## config.mk

```make
export PLATFORM = sky130hd
export DESIGN_NAME = array_linked_list_engine_unit
export DESIGN_NICKNAME = d
export VERILOG_FILES = /design/src/design/alle_pkg.sv /design/src/design/alle_ram.sv /design/src/design/array_linked_list_engine_unit.sv
export SDC_FILE = /design/constraint.sdc
export NUM_CORES = 1
export LEC_CHECK = 0
export ABC_CLOCK_PERIOD_IN_PS = 12300
export BUFFER_PORTS_ARGS = -buffer_cell sky130_fd_sc_hd__buf_2
export CORE_MARGIN = 1.5
export CORE_UTILIZATION = 30
export DETAILED_ROUTE_END_ITERATION = 10
export GPL_TIMING_DRIVEN = 0
export PLACE_DENSITY = 0.55
export SKIP_CTS_REPAIR_TIMING = 1
export SLEW_MARGIN = 30
export SYNTH_ARGS = -nofsm -noshare
export SYNTH_HDL_FRONTEND = slang
export SYNTH_SLANG_ARGS = --single-unit
```

## constraint.sdc

```tcl
create_clock -name clk -period 12.3 [get_ports clk]
set_input_delay 0 -clock clk [delete_from_list [all_inputs] [get_ports clk]]
set_output_delay 0 -clock clk [all_outputs]
set_load 0.05 [all_outputs]
```

## src/design/alle_pkg.sv

```systemverilog
// package for the array linked list engine: sizes, codes, sequencer states
// no dependencies
`default_nettype none
package alle_pkg;
  localparam int CAPACITY   = 16;
  localparam int DATA_WIDTH = 32;
  localparam int LW         = $clog2(CAPACITY + 1);
  localparam int AW         = $clog2(CAPACITY);

  typedef enum logic [2:0] {
    REQ_INSERT = 3'd0, REQ_READ = 3'd1, REQ_REMOVE_AT = 3'd2,
    REQ_REMOVE_MATCH = 3'd3, REQ_REVERSE = 3'd4, REQ_CLEAR = 3'd5
  } req_t;

  typedef enum logic [2:0] {
    ST_OK = 3'd0, ST_RANGE = 3'd1, ST_FULL = 3'd2, ST_EMPTY = 3'd3, ST_NOTFOUND = 3'd4
  } status_t;

  typedef enum logic [3:0] {
    S_IDLE, S_DISPATCH, S_POP_RD, S_POP_WAIT, S_WALK_RD, S_WALK_WAIT,
    S_INS_LINK, S_MATCH_WAIT, S_REM_FIX, S_REV_WAIT, S_DONE
  } state_t;

  localparam logic [LW-1:0] NULL_LINK = LW'(CAPACITY);
endpackage
`default_nettype wire

```

## src/design/alle_ram.sv

```systemverilog
// generic single port write, single port registered read memory
// no dependencies
`default_nettype none
module alle_ram #(
  parameter int WIDTH = 8,
  parameter int DEPTH = 16
) (
  input  wire logic                     clk,
  input  wire logic                     we,
  input  wire logic [$clog2(DEPTH)-1:0] waddr,
  input  wire logic [WIDTH-1:0]         wdata,
  input  wire logic [$clog2(DEPTH)-1:0] raddr,
  output logic      [WIDTH-1:0]         rdata
);
  logic [WIDTH-1:0] mem [DEPTH];

  // write port and registered read
  always_ff @(posedge clk) begin
    if (we) mem[waddr] <= wdata;
    rdata <= mem[raddr];
  end
endmodule
`default_nettype wire

```

## src/design/array_linked_list_engine_unit.sv

```systemverilog
// top level of the array linked list engine: sequencer over value and link memories
// depends on alle_pkg and alle_ram
//
// channel | direction | ports
// in      | input     | in_valid, in_stall, in_req_type, in_position, in_item_value
// out     | output    | out_valid, out_stall, out_read_value, out_status, out_count_now,
//         |           | out_is_empty, out_is_full
//
// a request passes dispatch, then an address step and a registered data step for every item
// visited, a free-stack pop where an insert reuses a freed slot, an unlink or relink where a
// remove needs one, and done; clear goes from dispatch straight to done.
// reset clears head, free stack, count and high-water mark; memories are not cleared.
// the block takes no request while one is in work; a result waiting in the output register
// only holds the sequencer in done when the next result is ready.
`default_nettype none
module array_linked_list_engine_unit (
  input  wire logic        clk,
  input  wire logic        rst_n,
  input  wire logic        in_valid,
  output logic             in_stall,
  input  wire logic [2:0]  in_req_type,
  input  wire logic [4:0]  in_position,
  input  wire logic [31:0] in_item_value,
  output logic             out_valid,
  input  wire logic        out_stall,
  output logic [31:0]      out_read_value,
  output logic [2:0]       out_status,
  output logic [4:0]       out_count_now,
  output logic             out_is_empty,
  output logic             out_is_full
);
  localparam int LW = alle_pkg::LW;
  localparam int AW = alle_pkg::AW;
  localparam int DW = alle_pkg::DATA_WIDTH;

  alle_pkg::state_t state_r, state_nxt;

  logic [2:0]    req_r;
  logic [LW-1:0] pos_r, pos_nxt;
  logic [DW-1:0] val_r;
  logic [LW-1:0] head_r, head_nxt, free_r, free_nxt, cnt_r, cnt_nxt, mark_r, mark_nxt;
  logic [LW-1:0] slot_r, slot_nxt, prev_r, prev_nxt, cur_r, cur_nxt, idx_r, idx_nxt;
  logic [DW-1:0] rd_r, rd_nxt;
  logic [2:0]    st_r, st_nxt;
  logic          ov_r, ov_nxt;
  logic [DW-1:0] ord_r, ord_nxt;
  logic [2:0]    ost_r, ost_nxt;
  logic [LW-1:0] ocnt_r, ocnt_nxt;

  // memory ports
  logic          l_we, v_we;
  logic [AW-1:0] l_wa, l_ra, v_wa, v_ra;
  logic [LW-1:0] l_wd, l_rd;
  logic [DW-1:0] v_rd;

  alle_ram #(.WIDTH(LW), .DEPTH(alle_pkg::CAPACITY)) u_link (
    .clk(clk), .we(l_we), .waddr(l_wa), .wdata(l_wd), .raddr(l_ra), .rdata(l_rd));
  alle_ram #(.WIDTH(DW), .DEPTH(alle_pkg::CAPACITY)) u_val (
    .clk(clk), .we(v_we), .waddr(v_wa), .wdata(val_r), .raddr(v_ra), .rdata(v_rd));

  logic accept;
  assign accept   = in_valid && !in_stall;
  assign in_stall = (state_r != alle_pkg::S_IDLE);

  logic [LW-1:0] cnt_dec;
  assign cnt_dec = cnt_r - LW'(1);

  // next state and datapath
  always_comb begin
    state_nxt = state_r;
    pos_nxt = pos_r; head_nxt = head_r; free_nxt = free_r; cnt_nxt = cnt_r;
    mark_nxt = mark_r; slot_nxt = slot_r; prev_nxt = prev_r; cur_nxt = cur_r;
    idx_nxt = idx_r; rd_nxt = rd_r; st_nxt = st_r; ov_nxt = ov_r;
    ord_nxt = ord_r; ost_nxt = ost_r; ocnt_nxt = ocnt_r;
    l_we = 1'b0; v_we = 1'b0;
    l_wa = cur_r[AW-1:0]; l_wd = prev_r; l_ra = cur_r[AW-1:0];
    v_wa = slot_r[AW-1:0]; v_ra = cur_r[AW-1:0];
    if (ov_r && !out_stall) ov_nxt = 1'b0;
    case (state_r)
      alle_pkg::S_IDLE: begin
        if (accept) begin
          pos_nxt = LW'(in_position);
          state_nxt = alle_pkg::S_DISPATCH;
        end
      end
      alle_pkg::S_DISPATCH: begin
        rd_nxt = '0; st_nxt = alle_pkg::ST_OK;
        prev_nxt = alle_pkg::NULL_LINK; cur_nxt = head_r; idx_nxt = '0;
        state_nxt = alle_pkg::S_DONE;
        case (req_r)
          alle_pkg::REQ_INSERT: begin
            if (pos_r > cnt_r) st_nxt = alle_pkg::ST_RANGE;
            else if (cnt_r >= LW'(alle_pkg::CAPACITY)) st_nxt = alle_pkg::ST_FULL;
            else if (free_r != alle_pkg::NULL_LINK) begin
              slot_nxt = free_r; cur_nxt = free_r; state_nxt = alle_pkg::S_POP_RD;
            end else begin
              slot_nxt = mark_r; mark_nxt = mark_r + LW'(1);
              idx_nxt = LW'(1); state_nxt = alle_pkg::S_WALK_RD;
            end
          end
          alle_pkg::REQ_READ, alle_pkg::REQ_REMOVE_AT, alle_pkg::REQ_REMOVE_MATCH: begin
            if (cnt_r == '0) st_nxt = alle_pkg::ST_EMPTY;
            else if (req_r != alle_pkg::REQ_REMOVE_MATCH && pos_r >= cnt_r)
              st_nxt = alle_pkg::ST_RANGE;
            else state_nxt = alle_pkg::S_WALK_RD;
          end
          alle_pkg::REQ_REVERSE: if (cnt_r != '0) state_nxt = alle_pkg::S_WALK_RD;
          alle_pkg::REQ_CLEAR: begin
            cnt_nxt = '0; head_nxt = alle_pkg::NULL_LINK;
            free_nxt = alle_pkg::NULL_LINK; mark_nxt = '0;
          end
          default: ;
        endcase
      end
      // pop the free stack: read link of its top
      alle_pkg::S_POP_RD: state_nxt = alle_pkg::S_POP_WAIT;
      alle_pkg::S_POP_WAIT: begin
        free_nxt = l_rd; cur_nxt = head_r; idx_nxt = LW'(1);
        state_nxt = alle_pkg::S_WALK_RD;
      end
      // walk step: address cur presented, data next cycle
      alle_pkg::S_WALK_RD: begin
        if (req_r == alle_pkg::REQ_INSERT && pos_r == '0) begin
          l_we = 1'b1; l_wa = slot_r[AW-1:0]; l_wd = head_r;
          v_we = 1'b1; head_nxt = slot_r; cnt_nxt = cnt_r + LW'(1);
          state_nxt = alle_pkg::S_DONE;
        end else if (req_r == alle_pkg::REQ_REVERSE) state_nxt = alle_pkg::S_REV_WAIT;
        else if (req_r == alle_pkg::REQ_REMOVE_MATCH) state_nxt = alle_pkg::S_MATCH_WAIT;
        else if (req_r != alle_pkg::REQ_INSERT && idx_r == pos_r) begin
          state_nxt = alle_pkg::S_MATCH_WAIT;
        end else if (req_r == alle_pkg::REQ_INSERT && idx_r == pos_r) begin
          state_nxt = alle_pkg::S_WALK_WAIT;
        end else state_nxt = alle_pkg::S_WALK_WAIT;
      end
      alle_pkg::S_WALK_WAIT: begin
        if (req_r == alle_pkg::REQ_INSERT && idx_r == pos_r) begin
          // cur is predecessor; l_rd is its successor
          l_we = 1'b1; l_wa = slot_r[AW-1:0]; l_wd = l_rd;
          v_we = 1'b1; state_nxt = alle_pkg::S_INS_LINK;
        end else begin
          prev_nxt = cur_r; cur_nxt = l_rd; idx_nxt = idx_r + LW'(1);
          state_nxt = alle_pkg::S_WALK_RD;
        end
      end
      alle_pkg::S_INS_LINK: begin
        l_we = 1'b1; l_wa = cur_r[AW-1:0]; l_wd = slot_r;
        cnt_nxt = cnt_r + LW'(1); state_nxt = alle_pkg::S_DONE;
      end
      // value and link of cur available
      alle_pkg::S_MATCH_WAIT: begin
        if (req_r == alle_pkg::REQ_READ) begin
          rd_nxt = v_rd; state_nxt = alle_pkg::S_DONE;
        end else if (req_r == alle_pkg::REQ_REMOVE_AT || v_rd == val_r) begin
          rd_nxt = v_rd; slot_nxt = l_rd; state_nxt = alle_pkg::S_REM_FIX;
        end else if (idx_r + LW'(1) >= cnt_r) begin
          st_nxt = alle_pkg::ST_NOTFOUND; state_nxt = alle_pkg::S_DONE;
        end else begin
          prev_nxt = cur_r; cur_nxt = l_rd; idx_nxt = idx_r + LW'(1);
          state_nxt = alle_pkg::S_WALK_RD;
        end
      end
      // unlink cur (successor in slot_r), push onto free stack unless the list becomes empty
      alle_pkg::S_REM_FIX: begin
        cnt_nxt = cnt_dec;
        if (cnt_dec == '0) begin
          head_nxt = alle_pkg::NULL_LINK; free_nxt = alle_pkg::NULL_LINK; mark_nxt = '0;
        end else begin
          l_we = 1'b1; l_wa = cur_r[AW-1:0]; l_wd = free_r; free_nxt = cur_r;
          if (prev_r == alle_pkg::NULL_LINK) head_nxt = slot_r;
          else state_nxt = alle_pkg::S_INS_LINK;
        end
        if (state_nxt == alle_pkg::S_REM_FIX) state_nxt = alle_pkg::S_DONE;
        if (prev_r != alle_pkg::NULL_LINK && cnt_dec != '0) begin
          // reuse link write path: cur_r <= prev, slot_r stays successor
          cur_nxt = prev_r; cnt_nxt = cnt_dec - LW'(1);
        end
      end
      alle_pkg::S_REV_WAIT: begin
        l_we = 1'b1; l_wa = cur_r[AW-1:0]; l_wd = prev_r;
        prev_nxt = cur_r; cur_nxt = l_rd; idx_nxt = idx_r + LW'(1);
        if (idx_r + LW'(1) == cnt_r) begin
          head_nxt = cur_r; state_nxt = alle_pkg::S_DONE;
        end else state_nxt = alle_pkg::S_WALK_RD;
      end
      // hand the result to the output register once it is free
      alle_pkg::S_DONE: begin
        if (!ov_r || !out_stall) begin
          ord_nxt = rd_r; ost_nxt = st_r; ocnt_nxt = cnt_r;
          ov_nxt = 1'b1; state_nxt = alle_pkg::S_IDLE;
        end
      end
      default: state_nxt = alle_pkg::S_IDLE;
    endcase
  end

  // control registers
  always_ff @(posedge clk) begin
    if (!rst_n) begin
      state_r <= alle_pkg::S_IDLE;
      head_r  <= alle_pkg::NULL_LINK;
      free_r  <= alle_pkg::NULL_LINK;
      cnt_r   <= '0;
      mark_r  <= '0;
      ov_r    <= 1'b0;
      ocnt_r  <= '0;
    end else begin
      state_r <= state_nxt;
      head_r  <= head_nxt;
      free_r  <= free_nxt;
      cnt_r   <= cnt_nxt;
      mark_r  <= mark_nxt;
      ov_r    <= ov_nxt;
      ocnt_r  <= ocnt_nxt;
    end
  end

  // payload registers
  always_ff @(posedge clk) begin
    if (accept) begin
      req_r <= in_req_type;
      val_r <= in_item_value;
    end
    pos_r <= pos_nxt; slot_r <= slot_nxt; prev_r <= prev_nxt; cur_r <= cur_nxt;
    idx_r <= idx_nxt; rd_r <= rd_nxt; st_r <= st_nxt;
    ord_r <= ord_nxt; ost_r <= ost_nxt;
  end

  // result outputs
  assign out_valid      = ov_r;
  assign out_read_value = ord_r;
  assign out_status     = ost_r;
  assign out_count_now  = 5'(ocnt_r);
  assign out_is_empty   = (ocnt_r == '0);
  assign out_is_full    = (ocnt_r == LW'(alle_pkg::CAPACITY));
endmodule
`default_nettype wire

```

==> summary.md, run 1 <==
| Metric | Value |
|---|---|
| Status | `complete, no violations` |
| Initial antenna violation count | `2` |
| Root Driver | `clkbuf_16` |
| Max-slew violations | `0` |
| Top cell type's share of synthesized area | `0.702` |
| Die X | `approximately 320 um` |
| CTS tree | `done` |
| Worst-Skew Late Latency | `approximately 660 ps` |
| Overall global routing resource usage | `0.154` |
| Avg Synthesized Cell Area | `slightly below 20 um2` |
| I/O Buffers | `87` |
| Clock-pin slew of the registers on the worst-case setup and hold paths | `roughly 60 ps` |
| Final worst path period share | `0.321` |
| Clock sinks | `around 790` |
| Max-slew headroom | `0.315` |
| EDFF count, synth | `722` |
| Post-synth top cells | `edfxtp_1 (722), mux4_2 (185), nand2_1 (74)` |
| Vias in the first global route | `16200` |
| Max Freq | `about 250 MHz` |
| Final Skew | `between 30 and 40 ps` |
| RSZ-0062 raised after global routing | `false` |
| Initial Util | `0.303` |
| Final hold viol count | `0` |
| Syn Nets | `~1600` |
| Area Overhead vs Synth | `20.8%` |
| Layout cells sized above 1 | `0.271` |
| Core Util, Final | `0.366` |
| Die Y | `~320 um` |
| # Max-Cap Violations | `0` |
| Synth Warn # | `0` |
| Cell area power density | `roughly 230 nW/um2` |
| Critical path peak fanout | `17` |
| Post-synthesis cell count | `roughly 1600` |
| Asr flop ratio synth | `0` |
| Antenna fix cells | `0` |
| Site Rows | `between 100 and 150` |
| Final antenna-violating net count | `0` |
| CP required | `~13000 ps` |
| Vias | `~16000` |
| FF-to-FF setup slack | `between 8000 and 9000 ps` |
| Synth Register Bits | `789` |
| GPL Wtd Cong | `about 0.86` |
| Final setup viols | `0` |
| Yosys cell types | `slightly above 80` |
| Core region area | `between 100000 and 150000 um2` |
| Post-layout min period | `roughly 4000 ps` |
| CP Data Arrival Time | `4200 ps` |
| Initial drt markers | `approximately 1800` |
| DRC viols | `0` |
| Inserted Clock Buffers | `85` |
| Setup TNS | `0 ps` |
| Die footprint | `around 100000 um2` |
| Pleak | `roughly 12 nW` |
| Flip-flop and latch area | `23000 um2` |
| Multi-input gate area | `roughly 7600 um2` |
| Yosys top cell by area | `edfxtp_1` |
| IO Count | `88` |
| WL/cell | `between 20 and 25 um` |
| Post-Syn Area | `30900 um2` |
| Critical path startpoint category | `flop` |
| Total Power | `approximately 8.4 mW` |
| Dpl hpwl | `~56000 um` |
| Final wirelength | `80700 um` |
| Largest net degree at the start of global routing | `30` |
| Crit Path Category | `reg -> reg` |
| Layout fillers | `around 9400` |
| Overflow after GRT | `0` |
| Top-count cell post-synth | `edfxtp_1` |
| Vias per std cell | `4.92` |
| Htree depth | `3` |
| Nets | `1903` |
| DRT Pass-1 Iters | `6` |
| Worst Hold Class | `in -> reg` |
| First-pass GRT wire length | `115000 um` |
| Worst vdd ir | `approximately 0.00012 V` |
| Critical Path End Type | `flop` |
| Most used DFF post-synth | `edfxtp_1` |
| Slew @ Worst Pin | `1020 ps` |
| Register area share after synthesis | `0.745` |
| CTS max path bufs | `3` |
| Main area contributors after synthesis | `edfxtp_1 (70%), mux4_2 (13%), dfxtp_1 (4.3%), xor2_1 (1.1%), nand2_1 (0.90%)` |
[stage by stage]
stage               cell area (um2)  cells  hold WS (ps)  worst slack [ps]
floorplan                     30900   1571          98.9              7990
global placement              33000   3026           176              4230
detailed placement            34200   3081           178              8450
CTS                           36900   3239          -525              8430
global route                  37300   3282          33.8              8200
finish                        37300   3282          54.0              8350
[final timing paths]
check,from,end,cells past startpoint
max,val_r[26]$_DFFE_PP_,idx_r[1]$_DFFE_PP_,6
min,in_item_value[20],val_r[20]$_DFFE_PP_,2
max reg2reg,val_r[26]$_DFFE_PP_,idx_r[1]$_DFFE_PP_,6
min reg2reg,rd_r[15]$_SDFFCE_PN0P_,out_read_value[15]$_DFFE_PP_,0
[metal layers]
layer	GRT usage	wire length (um)
met1	0.215	35100
met2	0.251	39100
met3	0.0290	5090
met4	0.0344	1380
met5	0	0
[power breakdown]
part	internal, mW	switching [mW]	total (mW)	leakage (nW)
clock network	1.43	1.07	2.49	1.32
registers	3.38	0.267	3.65	7.08
logic	0.939	1.32	2.26	3.54
total	5.75	2.65	8.40	11.9
[sequential cells by signal, indices dropped and copies added, names as in the netlist]
name / count
idx_r: 5
pos_r: 5
u_val.mem: 512
val_r: 32
state_r: 4
out_count_now: 5
req_r: 3
st_r: 3
rd_r: 32
head_r: 5
cnt_r: 5
mark_r: 5
slot_r: 5
u_link.mem: 80
out_read_value: 32
out_status: 3
u_val.rdata: 32
prev_r: 5
free_r: 5
cur_r: 5
u_link.rdata: 5
out_valid: 1
[kinds of logic (layout without fill, tap and decap cells)]
kind of cell / count (synthesis) / in the layout / synth area share
compound gates: 146 / 146 / 0.0344
fa+ha+maj: 18 / 18 / 0.00713
xor+xnor: 46 / 46 / 0.0130
simple gates: 276 / 276 / 0.0475
mux: 196 / 196 / 0.139
flops: 789 / 789 / 0.745
buf+inv: 100 / 443 / 0.0141
[worst max-delay path: stages, from the launching register on]
cell	delay, ps
edfxtp_1	720
xor2_1	580
nor4_1	230
nand4_1	360
a2bb2oi_1	450
a21oi_1	290
a211oi_1	910
[cell type report]
class / count / area share
Inverter: 25 / 0.00258
Multi-Input combinational cell: 682 / 0.203
Buffer: 75 / 0.00932
Clock buffer: 116 / 0.0615
Tap cell: 1368 / 0.0459
Clock inverter: 42 / 0.0115
Sequential cell: 789 / 0.617
Timing Repair Buffer: 185 / 0.0492
[cell usage in the layout (no fill, tap or decap), types with 21 or more instances in the layout]
cell           synthesis  layout
edfxtp_1             722     722
mux4_2               185     185
buf_2                 20     108
clkbuf_16              0      85
nand2_1               74      74
clkbuf_1              49      69
dfxtp_1               67      67
and2_1                43      43
dlygate4sd3_1          0      43
xor2_1                39      39
a21oi_1               36      36
nor2_1                42      30
o21ai_0               25      24
buf_16                 0      24
buf_4                  1      22
inv_1                 22      21
No activity file was read; power rests on OpenSTA's default activity.
==> inputs of run 2 (changes only) <==
--- a/config.mk
+++ b/config.mk
@@ -5,13 +5,13 @@
 export SDC_FILE = /design/constraint.sdc
 export NUM_CORES = 1
 export LEC_CHECK = 0
-export ABC_CLOCK_PERIOD_IN_PS = 12300
+export ABC_CLOCK_PERIOD_IN_PS = 3400
 export BUFFER_PORTS_ARGS = -buffer_cell sky130_fd_sc_hd__buf_2
 export CORE_MARGIN = 1.5
 export CORE_UTILIZATION = 30
 export DETAILED_ROUTE_END_ITERATION = 10
 export GPL_TIMING_DRIVEN = 0
-export PLACE_DENSITY = 0.55
+export PLACE_DENSITY = 0.57
 export SKIP_CTS_REPAIR_TIMING = 1
 export SLEW_MARGIN = 30
 export SYNTH_ARGS = -nofsm -noshare
==> constraint.sdc (replaced) <==
create_clock -name clk -period 3.4 [get_ports clk]
set_input_delay 0 -clock clk [delete_from_list [all_inputs] [get_ports clk]]
set_output_delay 0 -clock clk [all_outputs]
set_load 0.05 [all_outputs]
==> summary.md, run 2 (synthesized netlist as in run 1, its figures left out) <==
| Metric | Value |
|---|---|
| Hold Crit Start | `in_item_value[21]` |
| Site Rows | `117 (unchanged)` |
| Nets | `1918 (+0.79%)` |
| WHS | `60.5 ps (+6.50 ps)` |
| Root Driver | `clkbuf_16` |
| CP required | `3670 ps (-8870 ps)` |
| WL met3 | `4900 um (-3.7%)` |
| Critical path peak fanout | `8 (-9)` |
| Clock sinks | `789 (unchanged)` |
| Commonest non-fill, non-tap cell in the layout | `edfxtp_1` |
| Critical path startpoint category | `flop` |
| Critical Path Start | `cnt_r[1]$_SDFFE_PN0P_` |
| Multi-input gate area | `7740 um2 (+2.2%)` |
| Flip-flop and latch area | `23000 um2 (unchanged)` |
| Metal-1 WL | `36200 um (+2.9%)` |
| CTS tree | `done` |
| Initial Util | `0.303 (unchanged)` |
| Overall global routing resource usage | `0.156 (+0.00145)` |
| Overflow after GRT | `0 (unchanged)` |
| Setup TNS | `-1980 ps (-1980 ps)` |
| Pleak | `12.2 nW (+1.9%)` |
| Final worst slack | `-127 ps (-8480 ps)` |
| Final wirelength | `82100 um (+1.8%)` |
| WL met2 | `39500 um (+0.91%)` |
| Failing checks | `setup timing` |
| Area Overhead vs Synth | `22.3%` |
| Worst Hold Class | `in -> reg` |
| Dpl hpwl | `54800 um (-2.1%)` |
| DRC viols | `0 (unchanged)` |
| Setup WS pre-CTS | `-603 ps (-9050 ps)` |
| I/O Buffers | `87 (unchanged)` |
| Worst vdd ir | `0.000386 V (+230%)` |
| IO Count | `88 (unchanged)` |
| Final worst path period share | `1.04 (+0.716)` |
| Die footprint | `105000 um2 (unchanged)` |
| Final antenna-violating net count | `0 (unchanged)` |
| Final Skew | `29.9 ps (-6.51 ps)` |
| RSZ-0062 raised after global routing | `true` |
| Largest register FFs | `512 (unchanged)` |
| CTS max path bufs | `3 (unchanged)` |
| Layout cells sized above 1 | `0.289 (+0.0183)` |
| Max Freq | `284 MHz (+12%)` |
| Cell area power density | `820 nW/um2 (+260%)` |
| GPL Wtd Cong | `0.860 (-0.22%)` |
| Biggest regs | `u_val.mem: 512 flops, u_link.mem: 80 flops` |
| Layout fillers | `9368 (-0.59%)` |
| Max-slew headroom | `0.352 (+0.0377)` |
| Max-slew violations | `0 (unchanged)` |
| DRT Pass-1 Iters | `8 (+2)` |
| Htree depth | `3 (unchanged)` |
| Vias per std cell | `5.02 (+1.9%)` |
| Vias in the first global route | `16500 (+2.0%)` |
| Die X | `324 um (unchanged)` |
| Initial drt markers | `1701 (-3.1%)` |
| Critical Path End Type | `flop` |
| Clock-pin slew of the registers on the worst-case setup and hold paths | `60 ps (about the same)` |
| Die Y | `324 um (unchanged)` |
| Final setup viols | `20 (+20)` |
| Antenna fix cells | `0 (unchanged)` |
| Reg2reg start | `cnt_r[1]$_SDFFE_PN0P_` |
| Post-layout min period | `3530 ps (-425 ps)` |
| Initial antenna violation count | `1 (-1)` |
| Worst-Skew Late Latency | `660 ps (about the same)` |
| Top Metal Used | `met4` |
| Core region area | `102000 um2 (unchanged)` |
| Status | `complete, but fails checks` |
| # Max-Cap Violations | `0 (unchanged)` |
| Crit Path Category | `reg -> reg` |
| CP Data Arrival Time | `3800 ps (-400 ps)` |
| Vias | `16500 (+2.4%)` |
| Most frequent cells in the layout | `edfxtp_1 (722), mux4_2 (185), buf_2 (108)` |
| First-pass GRT wire length | `117000 um (+1.9%)` |
| Largest net degree at the start of global routing | `36 (+20%)` |
| Slew @ Worst Pin | `972 ps (-50.4 ps)` |
| WL/cell | `24.9 um (+1.3%)` |
| Largest Register | `u_val.mem` |
| Inserted Clock Buffers | `85 (unchanged)` |
| Final hold viol count | `0 (unchanged)` |
==> run 2: per-stage QoR <==
stage	power (mW)	instance area, um2	cells	utilization
after floorplan	18.5	30900	1571	-
after global placement	21.4	33100	3026	0.325
after detailed placement	21.7	34200	3070	0.335
after CTS	31.0	37000	3227	0.363
after global routing	32.2	37800	3296	0.371
final	31.0	37800	3296	0.371
==> run 2: layout make-up <==
cell class | count | area share
multi-input combinational | 682 | 0.205
buffer | 75 | 0.00918
sequential | 789 | 0.609
clock inverter | 40 | 0.0114
timing repair buffer | 200 | 0.0547
inverter | 25 | 0.00255
clock buffer | 117 | 0.0624
tap | 1368 | 0.0453
==> run 2: per-layer routing <==
metal  GRT usage  up-vias
li1            -     7028
met1       0.219     8829
met2       0.252      568
met3      0.0258      114
met4      0.0382        0
met5           0        -
==> run 2: report_power, final <==
group / switching, mW / internal (mW) / leakage [nW]
Clock: 3.88 / 5.35 / 1.36
Combinational: 5.06 / 3.53 / 3.72
Sequential: 0.940 / 12.2 / 7.08
Total: 9.87 / 21.1 / 12.2
==> run 2: critical path, stage by stage (launching register included) <==
cell and delay, ps:
dfxtp_1 520, inv_1 210, ha_1 310, nand3b_1 160, o41a_1 300, nor4_4 90, a311o_2 470, and2_4 190
buf_6 130, nor3_1 760
==> run 2: final timing paths <==
kind | to | slack [ps] | cells past startpoint
setup / recovery | u_link.mem[1][4]$_DFFE_PP_ | -130 | 9
hold / removal | val_r[21]$_DFFE_PP_ | 60 | 2
setup reg to reg | u_link.mem[1][4]$_DFFE_PP_ | -130 | 9
hold reg to reg | out_status[2]$_DFFE_PP_ | 430 | 0
==> inputs of run 3 (changes only) <==
--- a/config.mk
+++ b/config.mk
@@ -5,8 +5,9 @@
 export SDC_FILE = /design/constraint.sdc
 export NUM_CORES = 1
 export LEC_CHECK = 0
-export ABC_CLOCK_PERIOD_IN_PS = 3400
+export ABC_CLOCK_PERIOD_IN_PS = 2800
 export BUFFER_PORTS_ARGS = -buffer_cell sky130_fd_sc_hd__buf_2
+export CAP_MARGIN = 20
 export CORE_MARGIN = 1.5
 export CORE_UTILIZATION = 30
 export DETAILED_ROUTE_END_ITERATION = 10
==> constraint.sdc (replaced) <==
create_clock -name clk -period 2.8 [get_ports clk]
set_input_delay 0.14 -clock clk [delete_from_list [all_inputs] [get_ports clk]]
set_output_delay 0.14 -clock clk [all_outputs]
set_load 0.05 [all_outputs]
==> summary.md, run 3 (synthesized netlist as in run 1, its figures left out) <==
| Metric | Value |
|---|---|
| Core region area | `102000 um2 (unchanged)` |
| WHS | `22.0 ps (-38.5 ps)` |
| Area Overhead vs Synth | `28.5%` |
| Layer with the highest usage | `met2` |
| CP max stage cell | `a2111o_2` |
| Initial Util | `0.303 (unchanged)` |
| Failing checks | `setup timing` |
| Overflow after GRT | `0 (unchanged)` |
| Clock sinks | `789 (unchanged)` |
| DRT Pass-1 Iters | `6 (-2)` |
| Non-filler instance count after layout | `3433 (+4.2%)` |
| Critical path peak fanout | `6 (-2)` |
| Die X | `324 um (unchanged)` |
| Site Rows | `117 (unchanged)` |
| Vias per std cell | `4.95 (-1.3%)` |
| Total Power | `38.9 mW (+26%)` |
| First-pass GRT wire length | `116000 um (-1.2%)` |
| Die footprint | `105000 um2 (unchanged)` |
| Crit Path Category | `reg -> reg` |
| Critical Path End Type | `flop` |
| RSZ-0062 raised after global routing | `true` |
| Most frequent cells in the layout | `edfxtp_1 (722), mux4_2 (185), buf_4 (127)` |
| Max Freq | `339 MHz (+20%)` |
| Cell area power density | `982 nW/um2 (+20%)` |
| Htree depth | `3 (unchanged)` |
| Nets | `2055 (+7.1%)` |
| CP required | `3160 ps (-510 ps)` |
| Status | `complete, but fails checks` |
| Setup TNS | `-6380 ps (-4390 ps)` |
| Commonest non-fill, non-tap cell in the layout | `edfxtp_1` |
| Largest register FFs | `512 (unchanged)` |
| Overall global routing resource usage | `0.153 (-0.00237)` |
| I/O Buffers | `87 (unchanged)` |
| Dpl hpwl | `54700 um (-0.34%)` |
| Slew @ Worst Pin | `1000 ps (+28.6 ps)` |
| Worst vdd ir | `0.000521 V (+35%)` |
| Met2 usage in global routing | `0.254 (+0.00209)` |
| Die Y | `324 um (unchanged)` |
| Critical Path, Cell by Cell | `buf_4 -> xor2_1 -> nor2_2 -> nand4_1 -> buf_6 -> a2111o_2 -> buf_6 -> nor2_4 -> clkbuf_16 -> clkbuf_16` |
| Inserted Clock Buffers | `84 (-1.2%)` |
| Met3 GRT Util | `0.0297 (+0.00381)` |
| Initial antenna violation count | `1 (unchanged)` |
| Vias in the first global route | `16700 (+0.95%)` |
| Antenna fix cells | `0 (unchanged)` |
| Final Skew | `30.7 ps (+0.798 ps)` |
| DRC viols | `0 (unchanged)` |
| Max-slew headroom | `0.333 (-0.0191)` |
| Biggest regs | `u_val.mem: 512 flops, u_link.mem: 80 flops` |
| Slowest stage delay, CP | `580 ps (-180 ps)` |
| M1 GR Usage | `0.210 (-0.00910)` |
| Dpl cells | `3068 (-0.065%)` |
| Pleak | `13.2 nW (+8.7%)` |
| GPL Wtd Cong | `0.893 (+3.8%)` |
| Max-slew violations | `0 (unchanged)` |
| Worst-Skew Late Latency | `650 ps (about the same)` |
| Final antenna-violating net count | `0 (unchanged)` |
| CTS tree | `done` |
| Final wirelength | `83700 um (+1.9%)` |
| Largest net degree at the start of global routing | `36 (unchanged)` |
| Final hold viol count | `0 (unchanged)` |
| IO Count | `88 (unchanged)` |
| Post-layout min period | `2950 ps (-581 ps)` |
| Layout fillers | `9271 (-1.0%)` |
| Root Driver | `clkbuf_16` |
| CTS max path bufs | `3 (unchanged)` |
| Initial drt markers | `1822 (+7.1%)` |
| Core Util, Final | `0.389 (+0.0187)` |
| Vias | `17000 (+2.8%)` |
| Final worst slack | `-146 ps (-19.1 ps)` |
| Worst Hold Class | `in -> reg` |
| Setup WS pre-CTS | `-1160 ps (-562 ps)` |
| Largest Register | `u_val.mem` |
| Critical path startpoint category | `flop` |
| Clock-pin slew of the registers on the worst-case setup and hold paths | `60 ps (about the same)` |
| Layout cells sized above 1 | `0.368 (+0.0791)` |
| WL/cell | `24.4 um (-2.2%)` |
| CP Data Arrival Time | `3310 ps (-490 ps)` |
| Final worst path period share | `1.05 (+0.0148)` |
| # Max-Cap Violations | `0 (unchanged)` |
| Final setup viols | `103 (+420%)` |
| Post-Place Cell Area | `34200 um2 (+0.18%)` |
| Design area | `39700 um2 (+5.0%)` |
[run 3: cell count changes in the layout (fill, tap and decap cells not counted), moves of 6 or more]
cell	before	now
nor3_4	11	21
buf_4	22	127
clkbuf_2	5	19
clkinv_2	10	17
clkbuf_1	65	52
buf_12	7	29
clkinv_1	15	6
buf_6	11	17
clkbuf_16	85	100
[run 3: final timing paths]
kind	depth (start not counted)	startpoint	slack, ps	endpoint
min	5	rst_n	20	mark_r[2]$_SDFFE_PN0P_
min reg2reg	0	rd_r[18]$_SDFFCE_PN0P_	410	out_read_value[18]$_DFFE_PP_
max reg2reg	10	idx_r[0]$_DFFE_PP_	-150	u_val.mem[9][24]$_DFFE_PP_
max	10	idx_r[0]$_DFFE_PP_	-150	u_val.mem[9][24]$_DFFE_PP_
[run 3: cell type report]
type / instances / area, um2 / share of cell area
inverters: 25 / 108 / 0.00271
clock inverters: 40 / 458 / 0.0115
repair buffers: 340 / 3570 / 0.0899
plain buffers: 73 / 388 / 0.00978
clock buffers: 116 / 2330 / 0.0588
flip-flops and latches: 789 / 23000 / 0.580
multi-input cells: 682 / 8080 / 0.204
well taps: 1368 / 1710 / 0.0431
[run 3: per-layer routing]
layer | wire length (um) | part of all wire
met1 | 35500 | 0.42
met2 | 41100 | 0.49
met3 | 5500 | 0.066
met4 | 1580 | 0.019
met5 | 0 | 0
[run 3: power breakdown]
group / total (mW) / leakage (nW) / internal (mW) / switching, mW
Sequential: 15.7 / 7.09 / 14.8 / 0.886
Clock: 11.2 / 1.37 / 6.54 / 4.67
Combinational: 12.0 / 4.77 / 5.20 / 6.81
[run 3: worst max-delay path: cells and delay by family, from the launching register on]
family | cells | cell delay [ps]
xor gates and xnor gates | 1 | 140
and+or+nand+nor | 3 | 560
buffers and inverters | 5 | 900
AOI/OAI and AO/OA | 1 | 580
DFF | 1 | 470
